`config.mk`:
```
export PLATFORM = sky130hd
export DESIGN_NAME = string_literal_escape_decoder
export DESIGN_NICKNAME = d
export VERILOG_FILES = /design/src/rtl/sled_pkg.sv /design/src/rtl/sled_decode.sv /design/src/rtl/sled_fifo.sv /design/src/rtl/string_literal_escape_decoder.sv
export SDC_FILE = /design/constraint.sdc
export NUM_CORES = 1
export LEC_CHECK = 0
export BUFFER_PORTS_ARGS = -buffer_cell sky130_fd_sc_hd__buf_2
export CORE_MARGIN = 2
export CORE_UTILIZATION = 45
export DETAILED_ROUTE_END_ITERATION = 16
export GPL_TIMING_DRIVEN = 0
export HOLD_SLACK_MARGIN = 0.12
export PLACE_DENSITY = 0.63
export SYNTH_ARGS = -nofsm -noshare
export SYNTH_HDL_FRONTEND = slang
export SYNTH_HIERARCHICAL = 1
export SYNTH_SLANG_ARGS = --single-unit
export TNS_END_PERCENT = 5
```
`constraint.sdc`:
```
create_clock -name clk -period 5.32 [get_ports clk]
set_input_delay 0.266 -clock clk [delete_from_list [all_inputs] [get_ports clk]]
set_output_delay 0.266 -clock clk [all_outputs]
set_load 0.02 [all_outputs]
```
`src/rtl/sled_pkg.sv`:
```
// Shared types and constants for the string literal escape decoder.
// No dependencies.
package sled_pkg;

  typedef enum logic [1:0] {
    MODE_AWAIT  = 2'd0,
    MODE_QUOTED = 2'd1,
    MODE_PASS   = 2'd2
  } token_mode_t;

  typedef enum logic [1:0] {
    ESC_NONE = 2'd0,
    ESC_OPEN = 2'd1,
    ESC_HEX  = 2'd2,
    ESC_OCT  = 2'd3
  } esc_phase_t;

  typedef struct packed {
    token_mode_t mode;
    esc_phase_t  phase;
    logic [1:0]  oct_cnt;
    logic [7:0]  value;
    logic        quote_pend;
  } sled_state_t;

  typedef struct packed {
    logic [7:0] data;
    logic       has_byte;
    logic       syntax_error;
    logic       last;
  } sled_result_t;

  localparam int FifoDepth = 4;
  localparam int FifoPtrW  = 2;
  localparam int FifoCntW  = 3;

  localparam logic [7:0] CH_DQUOTE  = 8'h22;
  localparam logic [7:0] CH_SQUOTE  = 8'h27;
  localparam logic [7:0] CH_BSLASH  = 8'h5C;
  localparam logic [7:0] CH_NEWLINE = 8'h0A;
  localparam logic [7:0] CH_LC_B    = 8'h62;
  localparam logic [7:0] CH_LC_F    = 8'h66;
  localparam logic [7:0] CH_LC_N    = 8'h6E;
  localparam logic [7:0] CH_LC_R    = 8'h72;
  localparam logic [7:0] CH_LC_T    = 8'h74;
  localparam logic [7:0] CH_LC_V    = 8'h76;
  localparam logic [7:0] CH_LC_X    = 8'h78;
  localparam logic [7:0] CH_UC_X    = 8'h58;

  localparam logic [7:0] CODE_BS = 8'h08;
  localparam logic [7:0] CODE_FF = 8'h0C;
  localparam logic [7:0] CODE_LF = 8'h0A;
  localparam logic [7:0] CODE_CR = 8'h0D;
  localparam logic [7:0] CODE_HT = 8'h09;
  localparam logic [7:0] CODE_VT = 8'h0B;

  localparam logic [1:0] OCT_MAX = 2'd3;

endpackage

```
`src/rtl/sled_decode.sv`:
```
// Combinational step logic: next token state and up to two results per byte.
// Depends on sled_pkg.
module sled_decode (
  input  sled_pkg::sled_state_t  state,
  input  logic [7:0]             in_byte,
  input  logic                   in_last,
  input  logic                   error_enable,
  output sled_pkg::sled_state_t  state_nxt,
  output sled_pkg::sled_result_t res0,
  output sled_pkg::sled_result_t res1,
  output logic [1:0]             res_cnt
);
  import sled_pkg::*;

  function automatic logic [4:0] hex_digit(input logic [7:0] c);
    logic [4:0] r;
    r = 5'd0;
    if (c >= 8'h30 && c <= 8'h39) r = {1'b1, c[3:0]};
    else if ((c >= 8'h61 && c <= 8'h66) || (c >= 8'h41 && c <= 8'h46))
      r = {1'b1, 4'(c[3:0] + 4'd9)};
    return r;
  endfunction

  logic       emit_a, emit_b, err, do_body, skip, is_oct;
  logic [7:0] byte_a, byte_b, oct_val;
  logic [4:0] hx;
  logic [1:0] cnt_inc;

  always_comb begin
    state_nxt = state;
    emit_a    = 1'b0;
    emit_b    = 1'b0;
    byte_a    = 8'd0;
    byte_b    = 8'd0;
    err       = 1'b0;
    do_body   = 1'b0;
    skip      = 1'b0;
    hx        = hex_digit(in_byte);
    is_oct    = (in_byte[7:3] == 5'b00110);
    oct_val   = {state.value[4:0], in_byte[2:0]};
    cnt_inc   = 2'(state.oct_cnt + 2'd1);

    case (state.mode)
      MODE_AWAIT: begin
        if (in_byte == CH_DQUOTE || in_byte == CH_SQUOTE) begin
          state_nxt.mode = MODE_QUOTED;
        end else begin
          state_nxt.mode = MODE_PASS;
          emit_a = 1'b1;
          byte_a = in_byte;
        end
      end
      MODE_PASS: begin
        emit_a = 1'b1;
        byte_a = in_byte;
      end
      default: begin
        if (!in_last) begin
          if (state.quote_pend) begin
            state_nxt.quote_pend = 1'b0;
            if (in_byte == CH_DQUOTE) skip = 1'b1;
            else err = error_enable;
          end
          if (!skip) begin
            case (state.phase)
              ESC_OPEN: begin
                state_nxt.phase = ESC_NONE;
                case (in_byte)
                  CH_LC_B: begin emit_a = 1'b1; byte_a = CODE_BS; end
                  CH_LC_F: begin emit_a = 1'b1; byte_a = CODE_FF; end
                  CH_LC_N: begin emit_a = 1'b1; byte_a = CODE_LF; end
                  CH_LC_R: begin emit_a = 1'b1; byte_a = CODE_CR; end
                  CH_LC_T: begin emit_a = 1'b1; byte_a = CODE_HT; end
                  CH_LC_V: begin emit_a = 1'b1; byte_a = CODE_VT; end
                  CH_NEWLINE: ;
                  CH_LC_X, CH_UC_X: begin
                    state_nxt.phase = ESC_HEX;
                    state_nxt.value = 8'd0;
                  end
                  default: begin
                    if (is_oct) begin
                      state_nxt.phase   = ESC_OCT;
                      state_nxt.value   = {5'd0, in_byte[2:0]};
                      state_nxt.oct_cnt = 2'd1;
                    end else begin
                      emit_a = 1'b1;
                      byte_a = in_byte;
                    end
                  end
                endcase
              end
              ESC_HEX: begin
                if (hx[4]) begin
                  state_nxt.value = {state.value[3:0], hx[3:0]};
                end else begin
                  emit_a          = 1'b1;
                  byte_a          = state.value;
                  state_nxt.phase = ESC_NONE;
                  do_body         = 1'b1;
                end
              end
              ESC_OCT: begin
                if (is_oct && state.oct_cnt < OCT_MAX) begin
                  state_nxt.value   = oct_val;
                  state_nxt.oct_cnt = cnt_inc;
                  if (cnt_inc == OCT_MAX) begin
                    emit_a          = 1'b1;
                    byte_a          = oct_val;
                    state_nxt.phase = ESC_NONE;
                  end
                end else begin
                  emit_a          = 1'b1;
                  byte_a          = state.value;
                  state_nxt.phase = ESC_NONE;
                  do_body         = 1'b1;
                end
              end
              default: do_body = 1'b1;
            endcase
            if (do_body) begin
              if (in_byte == CH_BSLASH) begin
                state_nxt.phase = ESC_OPEN;
              end else if (in_byte == CH_DQUOTE) begin
                state_nxt.quote_pend = 1'b1;
              end else if (emit_a) begin
                emit_b = 1'b1;
                byte_b = in_byte;
              end else begin
                emit_a = 1'b1;
                byte_a = in_byte;
              end
            end
          end
        end else begin
          if (state.quote_pend && in_byte != CH_DQUOTE) err = error_enable;
          if (state.phase == ESC_HEX || state.phase == ESC_OCT) begin
            emit_a = 1'b1;
            byte_a = state.value;
          end
        end
      end
    endcase

    if (in_last) begin
      state_nxt.mode       = MODE_AWAIT;
      state_nxt.phase      = ESC_NONE;
      state_nxt.oct_cnt    = 2'd0;
      state_nxt.value      = 8'd0;
      state_nxt.quote_pend = 1'b0;
    end

    res0.data         = emit_a ? byte_a : 8'd0;
    res0.has_byte     = emit_a;
    res0.syntax_error = err;
    res0.last         = in_last && !emit_b;
    res1.data         = byte_b;
    res1.has_byte     = emit_b;
    res1.syntax_error = 1'b0;
    res1.last         = in_last;

    if (emit_b) res_cnt = 2'd2;
    else if (emit_a || in_last || err) res_cnt = 2'd1;
    else res_cnt = 2'd0;
  end

endmodule

```
`src/rtl/sled_fifo.sv`:
```
// Result queue: takes up to two results per cycle, releases one per request.
// Depends on sled_pkg.
module sled_fifo (
  input  logic                   clk,
  input  logic                   rst_n,
  input  logic [1:0]             wr_cnt,
  input  sled_pkg::sled_result_t wr_d0,
  input  sled_pkg::sled_result_t wr_d1,
  output logic                   space_ok,
  output logic                   rd_valid,
  input  logic                   rd_ready,
  output sled_pkg::sled_result_t rd_d
);
  import sled_pkg::*;

  sled_result_t          mem_r [FifoDepth];
  logic [FifoPtrW-1:0]   wp_r, rp_r, wp_nxt, rp_nxt;
  logic [FifoCntW-1:0]   cnt_r, cnt_nxt;
  logic                  pop;

  assign pop      = rd_valid && rd_ready;
  assign rd_valid = (cnt_r != '0);
  assign rd_d     = mem_r[rp_r];
  assign space_ok = (cnt_r <= FifoCntW'(FifoDepth - 2));

  always_comb begin
    wp_nxt  = FifoPtrW'(wp_r + FifoPtrW'(wr_cnt));
    rp_nxt  = pop ? FifoPtrW'(rp_r + 1'b1) : rp_r;
    cnt_nxt = FifoCntW'(cnt_r + FifoCntW'(wr_cnt) - FifoCntW'(pop));
  end

  always_ff @(posedge clk) begin
    if (!rst_n) begin
      wp_r  <= '0;
      rp_r  <= '0;
      cnt_r <= '0;
    end else begin
      wp_r  <= wp_nxt;
      rp_r  <= rp_nxt;
      cnt_r <= cnt_nxt;
    end
  end

  always_ff @(posedge clk) begin
    if (wr_cnt != 2'd0) mem_r[wp_r] <= wr_d0;
    if (wr_cnt == 2'd2) mem_r[FifoPtrW'(wp_r + 1'b1)] <= wr_d1;
  end

endmodule

```
`src/rtl/string_literal_escape_decoder.sv`:
```
// String literal escape decoder, top level: input register, token state,
// decode logic and result queue. Depends on sled_pkg, sled_decode, sled_fifo.
// A byte's results pass the input register, then the queue, and leave on out_ready.
// Throughput: one byte per cycle while space_ok; two results drain one per cycle.
// Reset (rst_n low, synchronous): token state idle, queue empty, error_enable 1.
module string_literal_escape_decoder (
  input  logic       clk,
  input  logic       rst_n,
  input  logic       cfg_wr_en,
  input  logic       cfg_wr_data,
  input  logic       in_valid,
  output logic       in_ready,
  input  logic [7:0] in_byte,
  input  logic       in_last,
  output logic       out_valid,
  input  logic       out_ready,
  output logic [7:0] out_byte,
  output logic       out_has_byte,
  output logic       out_syntax_error,
  output logic       out_last
);
  import sled_pkg::*;

  logic         err_en_r;
  logic         s1_valid_r;
  logic [7:0]   s1_byte_r;
  logic         s1_last_r;
  sled_state_t  state_r, state_nxt;
  sled_result_t res0, res1, rd_d;
  logic [1:0]   res_cnt, wr_cnt;
  logic         space_ok, advance;

  assign advance  = s1_valid_r && space_ok;
  assign in_ready = !s1_valid_r || advance;
  assign wr_cnt   = advance ? res_cnt : 2'd0;

  sled_decode u_decode (
    .state        (state_r),
    .in_byte      (s1_byte_r),
    .in_last      (s1_last_r),
    .error_enable (err_en_r),
    .state_nxt    (state_nxt),
    .res0         (res0),
    .res1         (res1),
    .res_cnt      (res_cnt)
  );

  sled_fifo u_fifo (
    .clk      (clk),
    .rst_n    (rst_n),
    .wr_cnt   (wr_cnt),
    .wr_d0    (res0),
    .wr_d1    (res1),
    .space_ok (space_ok),
    .rd_valid (out_valid),
    .rd_ready (out_ready),
    .rd_d     (rd_d)
  );

  assign out_byte         = rd_d.data;
  assign out_has_byte     = rd_d.has_byte;
  assign out_syntax_error = rd_d.syntax_error;
  assign out_last         = rd_d.last;

  always_ff @(posedge clk) begin
    if (!rst_n) begin
      err_en_r   <= 1'b1;
      s1_valid_r <= 1'b0;
      state_r    <= '{mode: MODE_AWAIT, phase: ESC_NONE, oct_cnt: 2'd0,
                      value: 8'd0, quote_pend: 1'b0};
    end else begin
      if (cfg_wr_en) err_en_r <= cfg_wr_data;
      if (in_ready) s1_valid_r <= in_valid;
      if (advance) state_r <= state_nxt;
    end
  end

  always_ff @(posedge clk) begin
    if (in_valid && in_ready) begin
      s1_byte_r <= in_byte;
      s1_last_r <= in_last;
    end
  end

endmodule
```
Yosys cells after proc, flatten, opt, wreduce, memory -nomap -nowiden
Memory sizes are Yosys's and may differ from the RTL's. A register that Yosys moved wholly into a read port is not among the register bits.
Cells that the tools add are included.
{ "classes": {"add_sub_neg": 7, "magnitude_cmp": 8, "eq_ne": 28, "mux": 93, "reduce_logical": 34} }
{ "ops": {"columns": ["cell", "n"], "rows": [
  ["$mux 8", 21],
  ["$eq 8x7->1 const B", 9],
  ["$pmux 8 s7", 1],
  ["$pmux 8 s3", 2],
  ["$mux 1", 41],
  ["$pmux 8 s2", 2],
  ["$mux 13", 2],
  ["$mux 2", 12],
  ["$eq 8x6->1 const B", 2],
  ["$ge 8x7->1 const B", 2],
  ["$le 8x7->1 const B", 2],
  ["$mux 15", 1],
  ["$mux 12", 1],
  ["$eq 2x2->1 const B", 5],
  ["$mux 10", 1],
  ["$mux 5", 2],
  ["$logic_and 1x1->1", 9],
  ["$ne 3x2->1 const B", 3],
  ["$reduce_or 9->1", 1],
  ["$eq 8x4->1 const B", 1],
  ["$ge 8x6->1 const B", 1],
  ["$le 8x6->1 const B", 1],
  ["$ne 8x6->1 const B", 1],
  ["$pmux 2 s2", 2],
  ["other kinds (30)", 45]
]} }
{ "totals": {"reg_bits": 33, "mem_bits_rw": 44, "inputBits": 15, "output_inout_bits": 13, "n_memories": 1} }
{ "memory_table": {"columns": ["name", "depth", "width", "read_ports", "rd_clocked_by_memory_dff", "write_ports", "line_no", "text"], "rows": [
  ["u_fifo.mem_r", 4, 11, 1, 1, 2, "sled_fifo.sv:16", "sled_result_t mem_r [FifoDepth];"]
]} }

Depth between registers and ports, before layout
{ "logic_depth": {"depth_word": 24, "ltp_mapped": 15, "depth_no_buf": 14} }

Cells and area by module
The synthesis kept the hierarchy.
{ "by_module_without_submodules": {"columns": ["module", "n_inst", "cells_each", "area_per_inst_um2", "seq_area_each_um2"], "rows": [
  ["sled_fifo", 1, 155, 2766.4, 1501.4],
  ["sled_decode", 1, 216, 1453.9, 0.0],
  ["string_literal_escape_decoder", 1, 88, 987.2, 610.6]
]} }

Worst setup path before layout
OpenSTA, ideal clock, no wires.
{ "synth_path": {"kind": "reg2reg", "from": "register s1_byte_r[0]", "to": "memory u_fifo/mem_r[0][0] (netlist bit), enable pin", "arrival_time_ns": 3.363, "t_required_ns": 4.923, "slack_ns": 1.560, "path_stages_with_launch": 13, "period_less_slack_ns": 3.760, "path_cell_list": "edfxtp_1 inv_1 ha_1 or3b_1 and4_1 nor3_2 nor3_1 a21oi_2 buf_4 and3_1 buf_2 nor2_1 o31ai_1"} }
{ "synth_lines": {"columns": ["item", "line_no", "text"], "rows": [
  ["from (decl)", "string_literal_escape_decoder.sv:26", "logic [7:0] s1_byte_r;"],
  ["from (signal assigned)", "string_literal_escape_decoder.sv:80", "s1_byte_r <= in_byte;"],
  ["to (decl)", "sled_fifo.sv:16", null]
]} }

==> reports/metrics.csv <==
metric,value,unit
Final min period,4487,ps
Max Cap Viol,0,
asr flop ratio synth,0,
routed wire length,11980,um
final hold violations,0,
gr usage total,0.1996,
"FF+latch count, synth",79,
Hold Path Class,in2reg,
# nets final,534,
IO buf count,27,
Post-Syn Area,5207,um2
die extent in x,111.6,um
most common cell in the synthesized netlist,edfxtp_1,
clock buffer depth,2,
Seq pwr share,0.415,
Top Ports,28,
via-per-instance ratio,5.809,
Setup Skew,4.376,ps
Skew-Pair Late Insertion Delay,330,ps
max incr delay on CP,990,ps
num rows,39,
clk sink count,79,
Least-Margin Pin Slew,1265,ps
post-synthesis sequential area ratio,0.4056,
switching power,513.7,uW
largest net degree at the start of global routing,15,
DR iter-0 viols,254,
clock network fraction of total power,0.344,
Clock Tree Root,clkbuf_16,
critical path arrival,4430,ps
setup TNS,0,ps
Synth area leaders,"edfxtp_1 (31%), dfxtp_1 (10%), mux2_4 (8.4%)",
CP Launch Type,flop,
worst-case vdd ir drop,166.1,uV
fin util,0.5215,
core area,11370,um2
initial antenna violation count,0,
top cell type's share of synthesized area,0.3056,
hpwl dp,8796,um
Avg Inst Size Synth,11.35,um2
CTS H-tree lvls,3,
crit-path cells,"inv_1, ha_1, or3b_1, and4_1, nor3_2, nor3_1, a21oi_2, buf_4, and3_1, buf_2, nor2_1, o21bai_1",
Setup CP Type,reg2reg,
internal power,1.269,mW
RePlAce Congestion,0.9535,
first-pass GRT wire length,19500,um
cell taking the most area after synthesis,edfxtp_1,
CTS tree,built,
Rel. slew slack,0.1547,
syn_nets,486,
PwrDens,300.7,nW/um2
Peak Freq,0.2229,GHz
Combinational Power Share,0.241,
"Max stage delay cell, worst path",o21bai_1,
DP Worst Slack,824.0,ps
Post-Layout Cell Count,655,
Final Cycle Share,0.8434,
number of flops mapped to enable cells by yosys,53,
initial core utilization,0.4580,
GRT overflow,0,
Final Worst Setup Slack,833.0,ps
Lkg Pwr,2.213,nW
worst-path fanout max,11,
Area Growth Syn to Fin,13.86,%
CP Data Required Time,5270,ps
1st-pass router iterations,4,
cells after synthesis,459,
post-synthesis cell type count,77,
crit end category,flop,
CTS buffer count,9,
Max Slew Vio Count,0,
Residual DRC,0,
die height,111.6,um
sw frac,0.2881,
number of global-route vias before repair,3814,
status,"complete, no violations",
wire length per cell,18.29,um
# diodes,0,
RSZ-0062 raised after global routing,false,
Total Power,1.783,mW
routed via count,3805,
clk slew on worst S/H paths,60,ps
Ys Warns,6,
share of post-route cells with drive strength above 1,0.2813,
Final Setup Violations,0,
die area,12450,um2
Commonest cells post-synth,"edfxtp_1 (53), nand2_1 (33), mux2_4 (29)",
Main synth FF type,edfxtp_1,
DP Cell Count,630,
Final ANT Viol Nets,0,
per-stage QoR:
step | hold slack [ps] | instance area [um2]
final | 150.6 | 5929
after global routing | 165.1 | 5929
after CTS | 152.0 | 5929
after detailed placement | 445.1 | 5538
after global placement | 443.6 | 5522
after floorplan | 364.9 | 5207
cell usage in the layout (no fill, tap or decap), types with 4 or more instances in the layout:
cell           count
nor2_1            18
dlygate4sd3_1      9
mux4_2            11
o2bb2ai_1          5
edfxtp_1          53
a31oi_1            4
nand4_1           16
mux2_1            10
nand2b_1          11
clkbuf_16         10
o22ai_1            4
o21ai_2           10
and3_1             7
mux2i_1            8
mux2_4            29
nor3_1             5
dfxtp_1           26
ha_1              11
or3_1              4
nor2b_1           11
mux2_2             8
a221o_1            7
clkbuf_1           8
and2_1            18
buf_6              6
a21oi_1           17
inv_1             14
nand2_1           33
buf_4             10
nand3_1            6
buf_2             39
o21ai_0           12
worst max-delay path, delay by kind of cell, from the launching register on:
family | cells | cell delay (ps)
buf+inv | 3 | 600
fa+ha+maj | 1 | 210
compound gates | 2 | 1380
flops | 1 | 510
simple gates | 6 | 1390
sequential cells by signal (all words and copies together), names as in the netlist, named ones only:
register / flops
s1_valid_r: 1
u_fifo/mem_r: 44
u_fifo/cnt_r: 3
state_r: 15
s1_last_r: 1
u_fifo/rp_r: 2
err_en_r: 1
s1_byte_r: 8
u_fifo/wp_r: 2
path summary, 6_finish.rpt:
check	startpoint	end	slack (ps)	depth (start not counted)
hold / removal	cfg_wr_data	err_en_r$_SDFFE_PN1P_	150	3
setup / recovery	s1_byte_r[1]$_DFFE_PP_	u_fifo/mem_r[2][6]$_DFFE_PP_	830	12
setup reg to reg	s1_byte_r[1]$_DFFE_PP_	u_fifo/mem_r[2][6]$_DFFE_PP_	830	12
hold reg to reg	state_r[12]$_SDFFE_PN0P_	state_r[12]$_SDFFE_PN0P_	460	2
power groups by stage:
stage / logic [mW] / registers (mW) / clock network (mW)
global placement: 0.419 / 0.754 / 0
detailed placement: 0.431 / 0.754 / 0
floorplan: 0.329 / 0.743 / 0
global route: 0.469 / 0.746 / 0.657
CTS: 0.438 / 0.741 / 0.625
finish: 0.429 / 0.741 / 0.613
repair_timing:
item                      in CTS  in global routing
hold buffers                   9                  0
setup buffers                  0                  0
resized for setup              0                  0
hold endpoints to repair       9                  0
logic make-up after synthesis:
logic type | count (synthesis) | share of synthesized area
fa+ha+maj | 12 | 0.03027
buf+inv | 49 | 0.05262
mux | 66 | 0.1855
other cells | 1 | 0.0007201
simple gates | 149 | 0.1742
xor+xnor | 3 | 0.01033
flops | 79 | 0.4056
compound gates | 100 | 0.1408
routing by layer:
layer	wire length [um]	global-route usage
met2	6026	0.3524
met1	5368	0.2513
met4	125	0.06667
met3	461	0.02994
met5	0	0
area by class of cell:
class / count / area (um2)
Buffer: 35 / 221.5
Clock buffer: 11 / 264.0
Clock inverter: 5 / 37.54
Fill cell: 1042 / 5440
Inverter: 14 / 52.55
Multi-Input combinational cell: 331 / 2826
Sequential cell: 79 / 2112
Tap cell: 143 / 178.9
Timing Repair Buffer: 37 / 236.5
Power figures use the tool's default switching activity.
